[src/assert_macros.svh]
// Assertion macros used by the top RTL file of the reorder receiver.
`ifndef ASSERT_MACROS_SVH
`define ASSERT_MACROS_SVH

// Check that is disabled while reset is asserted.
`define SRRR_ASSERT(lbl, prop, msg) \
	lbl: assert property (@(posedge clk) disable iff (!arst_n) prop) else $error(msg);

// Check that also holds during reset.
`define SRRR_ASSERT_ALWAYS(lbl, prop, msg) \
	lbl: assert property (@(posedge clk) prop) else $error(msg);

`endif

[src/srrr_pkg.sv]
// Shared constants and types of the selective repeat reorder receiver.
package srrr_pkg;

	// Reorder window depth; slot index is seq modulo the depth (power of two).
	localparam int WINDOW_SLOTS = 16;
	localparam int SLOT_BITS    = $clog2(WINDOW_SLOTS);
	localparam int RUN_BITS     = $clog2(WINDOW_SLOTS + 1);
	localparam int HANDLE_BITS  = 16;

	localparam int SEQ_W    = 32;
	localparam int LEN_W    = 11;
	localparam int HANDLE_W = 16;

	// Result kinds
	localparam logic KIND_ACK     = 1'b0;
	localparam logic KIND_DELIVER = 1'b1;

	typedef struct packed {
		logic [SEQ_W-1:0]       seq;
		logic                   fin;
		logic [LEN_W-1:0]       len;
		logic [HANDLE_BITS-1:0] handle;
	} slot_entry_t;

	localparam int ENTRY_W = $bits(slot_entry_t);

endpackage

[src/srrr_slot_ram.sv]
// Simple dual-port slot memory with registered read.
module srrr_slot_ram #(
	parameter int WIDTH = 8,
	parameter int DEPTH = 16
) (
	input  logic                     clk,
	input  logic                     we,
	input  logic [$clog2(DEPTH)-1:0] waddr,
	input  logic [WIDTH-1:0]         wdata,
	input  logic                     re,
	input  logic [$clog2(DEPTH)-1:0] raddr,
	output logic [WIDTH-1:0]         rdata
);

	logic [WIDTH-1:0] mem [DEPTH];

	always_ff @(posedge clk) begin
		if (we) begin
			mem[waddr] <= wdata;
		end
	end

	always_ff @(posedge clk) begin
		if (re) begin
			rdata <= mem[raddr];
		end
	end

endmodule

[src/srrr_run_scan.sv]
// Finds the run of buffered successors starting at the expected slot.
module srrr_run_scan import srrr_pkg::*; (
	input  logic [WINDOW_SLOTS-1:0] valid,
	input  logic [WINDOW_SLOTS-1:0] fin,
	input  logic [SLOT_BITS-1:0]    base,
	output logic [RUN_BITS-1:0]     run,
	output logic                    last_fin
);

	logic [2*WINDOW_SLOTS-1:0] dbl_v;
	logic [2*WINDOW_SLOTS-1:0] dbl_f;
	logic [WINDOW_SLOTS-1:0]   rot_v;
	logic [WINDOW_SLOTS-1:0]   rot_f;
	logic [RUN_BITS-1:0]       run_m1;

	// rotate so that bit 0 is the slot of the expected sequence number
	assign dbl_v = {valid, valid} >> base;
	assign dbl_f = {fin, fin} >> base;
	assign rot_v = dbl_v[WINDOW_SLOTS-1:0];
	assign rot_f = dbl_f[WINDOW_SLOTS-1:0];

	// count of trailing ones
	always_comb begin
		run = RUN_BITS'(WINDOW_SLOTS);
		for (int i = WINDOW_SLOTS - 1; i >= 0; i--) begin
			if (!rot_v[i]) begin
				run = RUN_BITS'(i);
			end
		end
	end

	assign run_m1   = run - RUN_BITS'(1);
	assign last_fin = (run == '0) ? 1'b0 : rot_f[run_m1[SLOT_BITS-1:0]];

endmodule

[src/selective_repeat_reorder_receiver_top.sv]
// Selective repeat receiver: takes one packet header per transaction and
// emits acks and in-order deliveries. A header that only causes an ack, or
// none, passes through accept and decide. An in-order header without fin
// passes through accept, deliver and ack, then reads and delivers each
// buffered successor drained from the slot memory, and gives a final ack when
// a drained successor carries fin; an in-order header with fin passes through
// accept, deliver and final ack. The registered read of the slot memory paces
// the drain. A stall on the result side holds each step that emits a result.
// A waiting result sits in the output register, so a new header is taken
// while it is outstanding. Reset needs no clearing pass; slot valid bits are
// flip-flops cleared at once.
module selective_repeat_reorder_receiver_top import srrr_pkg::*; (
	input  logic                clk,
	input  logic                arst_n,
	input  logic                pkt_valid,
	output logic                pkt_stall,
	input  logic                malformed,
	input  logic [SEQ_W-1:0]    seq_number,
	input  logic                fin_flag,
	input  logic [LEN_W-1:0]    payload_len,
	input  logic [HANDLE_W-1:0] payload_handle,
	output logic                res_valid,
	input  logic                res_stall,
	output logic                kind,
	output logic [SEQ_W-1:0]    ack_number,
	output logic                ack_fin,
	output logic [SEQ_W-1:0]    deliver_seq,
	output logic [LEN_W-1:0]    deliver_len,
	output logic [HANDLE_W-1:0] deliver_handle,
	output logic                last_of_run
);

`include "assert_macros.svh"

	localparam logic [2:0] S_IDLE   = 3'd0;
	localparam logic [2:0] S_DECIDE = 3'd1;
	localparam logic [2:0] S_RUNACK = 3'd2;
	localparam logic [2:0] S_DRD    = 3'd3;
	localparam logic [2:0] S_DWR    = 3'd4;
	localparam logic [2:0] S_FINACK = 3'd5;

	logic [2:0]              state_q, state_d;
	logic [SEQ_W-1:0]        expected_q, expected_d;
	logic                    done_q, done_d;
	logic [WINDOW_SLOTS-1:0] slot_valid_q, slot_valid_d;
	logic [WINDOW_SLOTS-1:0] slot_fin_q, slot_fin_d;
	logic [RUN_BITS-1:0]     run_q, run_d;
	logic                    fin_seen_q, fin_seen_d;

	// latched header
	logic                   mal_q;
	logic [SEQ_W-1:0]       seq_q;
	logic                   fin_q;
	logic [LEN_W-1:0]       len_q;
	logic [HANDLE_BITS-1:0] handle_q;

	// output register
	logic                res_valid_q;
	logic                kind_q;
	logic [SEQ_W-1:0]    ack_number_q;
	logic                ack_fin_q;
	logic [SEQ_W-1:0]    deliver_seq_q;
	logic [LEN_W-1:0]    deliver_len_q;
	logic [HANDLE_W-1:0] deliver_handle_q;
	logic                last_q;

	logic                emit;
	logic                e_kind;
	logic [SEQ_W-1:0]    e_ack_number;
	logic                e_ack_fin;
	logic [SEQ_W-1:0]    e_deliver_seq;
	logic [LEN_W-1:0]    e_deliver_len;
	logic [HANDLE_W-1:0] e_deliver_handle;
	logic                e_last;

	logic                out_free;
	logic                pkt_acc;
	logic [SEQ_W-1:0]    seq_delta;
	logic [SLOT_BITS-1:0] seq_idx;
	logic [SLOT_BITS-1:0] exp_idx;

	logic                ram_we;
	logic                ram_re;
	slot_entry_t         ram_wdata;
	logic [ENTRY_W-1:0]  ram_rdata;
	slot_entry_t         rd_entry;

	logic [RUN_BITS-1:0] scan_run;
	logic                scan_last_fin;
	logic                fs_now;

	logic                in_drain;
	logic                exp_step_ok;

	assign pkt_stall = (state_q != S_IDLE);
	assign pkt_acc   = pkt_valid && !pkt_stall;
	assign out_free  = !res_valid_q || !res_stall;
	assign seq_delta = seq_q - expected_q;
	assign seq_idx   = seq_q[SLOT_BITS-1:0];
	assign exp_idx   = expected_q[SLOT_BITS-1:0];
	assign rd_entry  = slot_entry_t'(ram_rdata);
	assign fs_now    = fin_seen_q | rd_entry.fin;

	assign in_drain    = (state_q == S_DRD) || (state_q == S_DWR);
	assign exp_step_ok = (state_q == S_DECIDE) || (state_q == S_DWR);

	assign ram_wdata.seq    = seq_q;
	assign ram_wdata.fin    = fin_q;
	assign ram_wdata.len    = len_q;
	assign ram_wdata.handle = handle_q;

	srrr_slot_ram #(
		.WIDTH (ENTRY_W),
		.DEPTH (WINDOW_SLOTS)
	) u_ram (
		.clk   (clk),
		.we    (ram_we),
		.waddr (seq_idx),
		.wdata (ram_wdata),
		.re    (ram_re),
		.raddr (exp_idx),
		.rdata (ram_rdata)
	);

	srrr_run_scan u_scan (
		.valid    (slot_valid_q),
		.fin      (slot_fin_q),
		.base     (exp_idx),
		.run      (scan_run),
		.last_fin (scan_last_fin)
	);

	always_comb begin
		state_d          = state_q;
		expected_d       = expected_q;
		done_d           = done_q;
		slot_valid_d     = slot_valid_q;
		slot_fin_d       = slot_fin_q;
		run_d            = run_q;
		fin_seen_d       = fin_seen_q;
		ram_we           = 1'b0;
		ram_re           = 1'b0;
		emit             = 1'b0;
		e_kind           = KIND_ACK;
		e_ack_number     = '0;
		e_ack_fin        = 1'b0;
		e_deliver_seq    = '0;
		e_deliver_len    = '0;
		e_deliver_handle = '0;
		e_last           = 1'b0;

		unique case (state_q)
			S_IDLE: begin
				if (pkt_acc) begin
					state_d = S_DECIDE;
				end
			end
			S_DECIDE: begin
				if (done_q || (mal_q && expected_q == '0)) begin
					state_d = S_IDLE;
				end else if (out_free) begin
					emit = 1'b1;
					if (!mal_q && seq_delta == '0) begin
						e_kind           = KIND_DELIVER;
						e_deliver_seq    = seq_q;
						e_deliver_len    = len_q;
						e_deliver_handle = HANDLE_W'(handle_q);
						expected_d       = seq_q + SEQ_W'(1);
						state_d          = fin_q ? S_FINACK : S_RUNACK;
					end else begin
						// ack only; an early packet within the window is also buffered
						e_ack_number = expected_q;
						e_ack_fin    = fin_q;
						e_last       = 1'b1;
						state_d      = S_IDLE;
						if (!mal_q && seq_delta < SEQ_W'(WINDOW_SLOTS)) begin
							ram_we                = 1'b1;
							slot_valid_d[seq_idx] = 1'b1;
							slot_fin_d[seq_idx]   = fin_q;
						end
					end
				end
			end
			S_RUNACK: begin
				if (out_free) begin
					emit         = 1'b1;
					e_ack_number = expected_q + SEQ_W'(scan_run);
					e_ack_fin    = scan_last_fin;
					e_last       = (scan_run == '0);
					run_d        = scan_run;
					fin_seen_d   = 1'b0;
					state_d      = (scan_run == '0) ? S_IDLE : S_DRD;
				end
			end
			S_DRD: begin
				ram_re  = 1'b1;
				state_d = S_DWR;
			end
			S_DWR: begin
				if (out_free) begin
					emit                  = 1'b1;
					e_kind                = KIND_DELIVER;
					e_deliver_seq         = rd_entry.seq;
					e_deliver_len         = rd_entry.len;
					e_deliver_handle      = HANDLE_W'(rd_entry.handle);
					e_last                = (run_q == RUN_BITS'(1)) && !fs_now;
					slot_valid_d[exp_idx] = 1'b0;
					expected_d            = expected_q + SEQ_W'(1);
					run_d                 = run_q - RUN_BITS'(1);
					fin_seen_d            = fs_now;
					if (run_q == RUN_BITS'(1)) begin
						state_d = fs_now ? S_FINACK : S_IDLE;
					end else begin
						state_d = S_DRD;
					end
				end
			end
			S_FINACK: begin
				if (out_free) begin
					emit         = 1'b1;
					e_ack_number = expected_q;
					e_ack_fin    = 1'b1;
					e_last       = 1'b1;
					done_d       = 1'b1;
					state_d      = S_IDLE;
				end
			end
			default: begin
				state_d = S_IDLE;
			end
		endcase
	end

	always_ff @(posedge clk or negedge arst_n) begin
		if (!arst_n) begin
			state_q      <= S_IDLE;
			expected_q   <= '0;
			done_q       <= 1'b0;
			slot_valid_q <= '0;
			slot_fin_q   <= '0;
			run_q        <= '0;
			fin_seen_q   <= 1'b0;
			res_valid_q  <= 1'b0;
		end else begin
			state_q      <= state_d;
			expected_q   <= expected_d;
			done_q       <= done_d;
			slot_valid_q <= slot_valid_d;
			slot_fin_q   <= slot_fin_d;
			run_q        <= run_d;
			fin_seen_q   <= fin_seen_d;
			if (emit) begin
				res_valid_q <= 1'b1;
			end else if (!res_stall) begin
				res_valid_q <= 1'b0;
			end
		end
	end

	always_ff @(posedge clk) begin
		if (pkt_acc) begin
			mal_q    <= malformed;
			seq_q    <= seq_number;
			fin_q    <= fin_flag;
			len_q    <= payload_len;
			handle_q <= payload_handle[HANDLE_BITS-1:0];
		end
		if (emit) begin
			kind_q           <= e_kind;
			ack_number_q     <= e_ack_number;
			ack_fin_q        <= e_ack_fin;
			deliver_seq_q    <= e_deliver_seq;
			deliver_len_q    <= e_deliver_len;
			deliver_handle_q <= e_deliver_handle;
			last_q           <= e_last;
		end
	end

	assign res_valid      = res_valid_q;
	assign kind           = kind_q;
	assign ack_number     = ack_number_q;
	assign ack_fin        = ack_fin_q;
	assign deliver_seq    = deliver_seq_q;
	assign deliver_len    = deliver_len_q;
	assign deliver_handle = deliver_handle_q;
	assign last_of_run    = last_q;

	`SRRR_ASSERT(a_done_sticky, done_q |=> done_q, "transfer done flag dropped")
	`SRRR_ASSERT(a_drain_run, in_drain |-> (run_q != '0), "drain with empty run")
	`SRRR_ASSERT(a_exp_change, !$stable(expected_q) |-> $past(exp_step_ok), "expected seq jumped")
	`SRRR_ASSERT(a_emit_free, emit |-> out_free, "result overwrote a pending transaction")
	`SRRR_ASSERT(a_done_quiet, $past(done_q) && state_q == S_DECIDE |-> !emit, "result after done")

endmodule
[config.mk]
export PLATFORM = sky130hd
export DESIGN_NAME = selective_repeat_reorder_receiver_top
export DESIGN_NICKNAME = d
export VERILOG_FILES = /design/src/srrr_pkg.sv /design/src/srrr_slot_ram.sv /design/src/srrr_run_scan.sv /design/src/selective_repeat_reorder_receiver_top.sv
export VERILOG_INCLUDE_DIRS = /design/src /design/src/src
export SDC_FILE = /design/constraint.sdc
export NUM_CORES = 2
export LEC_CHECK = 0
export BUFFER_PORTS_ARGS = -buffer_cell sky130_fd_sc_hd__buf_2
export CORE_MARGIN = 3
export CORE_UTILIZATION = 30
export DETAILED_ROUTE_END_ITERATION = 6
export PLACE_DENSITY = 0.41
export REMOVE_ABC_BUFFERS = 1
export SLEW_MARGIN = 20
export SYNTH_ARGS = -nofsm -noshare
export SYNTH_HDL_FRONTEND = slang
export SYNTH_HIERARCHICAL = 1
export SYNTH_SLANG_ARGS = --single-unit
[constraint.sdc]
create_clock -name clk -period 13.65 [get_ports clk]
set_input_delay 0.6825 -clock clk [delete_from_list [all_inputs] [get_ports clk]]
set_output_delay 0.6825 -clock clk [all_outputs]
set_load 0.005 [all_outputs]
==> results.py <==
metrics = {
    "route": {
        "drt-pass1-iter-count": 6,
        "drtAntennaViolNets": 0,
        "viasPerCell": 5.29,
        "routed_wl_mm": 159,
        "remaining_drc_errors": 0,
        "drt_iter0_markers": 2462,
        "wire_per_inst_um": 27.2,
        "dr_total_vias": 30900,
    },
    "final_layout": {
        "area_delta_synth_final_pct": 15.5,
        "fillers": 16700,
        "finish.instance_area_um2": 62000,
        "num-nets-final": 3495,
        "postLayoutCoreUtil_pct": 35.0,
        "final_cell_count_no_fill": 5846,
        "drive_above_1_share_pct": 24.0,
    },
    "global_route": {
        "grt_first_pass_wirelength_mm": 233,
        "grt_pass1_vias": 31900,
        "grt_max_degree": 125,
        "grt_overflow": 0,
        "grt_util_all_layers_pct": 17.1,
        "antenna_found_initial": 6,
    },
    "setup_path": {
        "crit_chain": "buf_4 -> inv_1 -> ha_1 -> a21oi_1 -> o211ai_2 -> o31ai_2 -> nor4_1 -> or4_1 -> nor4_2 -> nand4b_1 -> nor4_4 -> and4_1 -> nand3b_1 -> nor2_4 -> buf_4",
        "required_ps": 14020,
        "path_buf_inv": 3,
        "slowest_stage": "nor2_4",
        "endpoint_kind": "flop",
        "critPathTopFamily": "simple AND/OR/NAND/NOR gates",
        "worst_path_largest_cell_delay_ps": 890,
        "cp_common_cell": "buf_4",
        "criticalPathCategory": "reg2reg",
        "critical_path.startpoint_type": "flop",
        "crit_arrival_ps": 7030,
        "path_max_fanout": 40,
    },
    "sta": {
        "fin_crit_ps": 6660,
        "worst_pin_slew_ps": 1090,
        "timing.slew.headroom_pct": 26.3,
        "setup_slack_ps": 6990,
        "fin_crit_sh_pct": 48.8,
        "slew_viol_final": 0,
        "fmaxAchievable_mhz": 150,
        "skew_ps": 41.3,
        "finalHoldViolCount": 0,
        "grt_setup_unrepaired": "no",
        "finalSetupViolations": 0,
    },
    "power": {
        "design_power_total_w": 0.0121,
        "p_leak_nw": 20.3,
        "power_density_nw_per_um2": 194,
        "ir_worst_vdd_mv": 0.153,
    },
    "clock_tree": {
        "h-tree-depth": 4,
        "cts_tree": "built",
        "cts_sinks": 1250,
        "cts_buffers": 145,
        "ctsResizeCount": 0,
        "clk_latency_ps": 780,
        "clockRootBuffer": "clkbuf_16",
        "clock_path_buffers": 3,
        "clk_pin_slew_ps": 60,
    },
    "placed_design": {
        "port-buffer-count": 160,
        "placed_cells": 5580,
        "dpl.hpwl_mm": 94.9,
        "gp_congestion": 0.906,
        "dp_slack_ps": 6930,
        "placed_area_um2": 57400,
    },
    "logic_synthesis": {
        "yosysWarnings": 6,
        "synth_area_leaders": "edfxtp_1, mux4_2, dfrtp_1",
        "synthesis.instances": 3173,
        "synth-edff-count": 1175,
        "syn_avg_cell_area_um2": 16.9,
        "synth.yosys.seq_area_share_pct": 69.2,
        "netlist_area_um2": 53700,
        "synthDominantCellAreaShare_pct": 65.7,
        "synth_seq_cells": 1250,
        "ys_types": 94,
        "synth_top_area_cell": "edfxtp_1",
        "synthFlopType": "edfxtp_1",
        "async_flop_share_pct": 6.00,
    },
    "flow_run": {
        "maxCapViolations": 0,
    },
    "die": {
        "dieArea_um2": 184000,
        "rows": 154,
        "fp.dieW_um": 429,
        "io_pins": 161,
        "core_area_um2": 177000,
        "initial_core_util_pct": 30.3,
        "die-height_um": 429,
    },
    "status": {
        "status": "completed",
    },
    "min_path": {
        "hp-class": "in2reg",
    },
}
==> flip-flops by register name, summed over array words and instances (netlist names), 16 cells and up <==
| register | count |
|---|---|
| u_ram/mem | 960 |
| u_ram/rdata | 60 |
| ack_number | 32 |
| deliver_seq | 32 |
| expected_q | 32 |
| seq_q | 32 |
| deliver_handle | 16 |
| handle_q | 16 |
| slot_fin_q | 16 |
| slot_valid_q | 16 |
==> path summary, 6_finish.rpt <==
check / from / to / slack, ps / cells after the start
max in group asynchronous: arst_n / expected_q[0] / 12020 / 3
min reg2reg: done_q / done_q / 480 / 1
max: expected_q[2] / u_ram/mem[6][28] / 6990 / 15
min in group asynchronous: arst_n / run_q[0] / 460 / 2
min: seq_number[21] / seq_q[21] / 70 / 1
max reg2reg: expected_q[2] / u_ram/mem[6][28] / 6990 / 15
==> power breakdown <==
| part | switching [W] | internal [W] | total [W] |
|---|---|---|---|
| Combinational | 0.00219 | 0.00132 | 0.00352 |
| Sequential | 0.000258 | 0.00458 | 0.00484 |
| Clock | 0.00162 | 0.00207 | 0.00370 |
==> layer usage <==
metal	part of all wire, %	up-vias	GRT usage [%]
met5	0	-	0
met4	1.9	0	3.98
met2	49	798	28.5
li1	-	13400	-
met3	4.2	196	2.52
met1	45	16500	23.7
==> cells in the mapped netlist, types with 24 or more instances <==
| cell | n |
|---|---|
| clkbuf_1 | 89 |
| mux4_2 | 290 |
| dfrtp_1 | 75 |
| a22oi_1 | 125 |
| ha_1 | 40 |
| o21ai_0 | 99 |
| buf_2 | 39 |
| a31oi_1 | 31 |
| o211ai_1 | 28 |
| edfxtp_1 | 1175 |
| nor2_1 | 122 |
| nand3_1 | 60 |
| buf_1 | 30 |
| nand2_1 | 224 |
| nor3_1 | 44 |
| a21oi_1 | 132 |
| a22o_1 | 61 |
| nand4_1 | 25 |
| inv_1 | 59 |
| mux2i_1 | 24 |
==> area by class of cell <==
class | count | area (um2) | area share (%)
clock buffers | 178 | 3780 | 6.10
multi-input cells | 1676 | 15600 | 25.1
well taps | 2340 | 2930 | 4.72
diodes | 4 | 10.0 | 0.0161
clock inverters | 82 | 754 | 1.22
flip-flops and latches | 1250 | 37200 | 59.9
repair buffers | 253 | 1570 | 2.53
inverters | 63 | 239 | 0.385
==> cells by family after synthesis <==
family          share of synthesized area [%]
compound gates                           8.27
xor+xnor                                0.179
fa+ha+maj                               0.969
buf+inv                                  2.16
flops                                    69.2
mux                                      13.5
simple gates                             5.71
==> repair_timing <==
item / in CTS / in global routing
endpoints found under the hold margin: 31 / 0
buffers inserted: 0 / 0
hold buffers: 2 / 0
==> cell usage in the layout, fill, tap and decap left out, drive strengths merged, types with 22 or more instances in the layout <==
cell type / synthesis / routed
a21o: 22 / 22
a21oi: 137 / 137
a22o: 61 / 61
a22oi: 125 / 125
a31oi: 32 / 32
buf: 95 / 251
clkbuf: 89 / 178
clkinv: 0 / 65
dfrtp: 75 / 75
edfxtp: 1175 / 1175
ha: 40 / 40
inv: 63 / 70
mux2: 30 / 30
mux2i: 24 / 24
mux4: 296 / 296
nand2: 224 / 224
nand3: 60 / 60
nand4: 26 / 26
nor2: 122 / 122
nor3: 45 / 45
nor4: 24 / 24
o211ai: 29 / 29
o21ai: 111 / 111
or2: 26 / 26
==> per-stage QoR <==
step	setup TNS (ps)	hold slack (ps)
final	0	74.8
after global routing	0	18.2
after CTS	0	2.08
after detailed placement	0	457
after global placement	0	458
after floorplan	-3152770	387
Power figures use the tool's default switching activity.
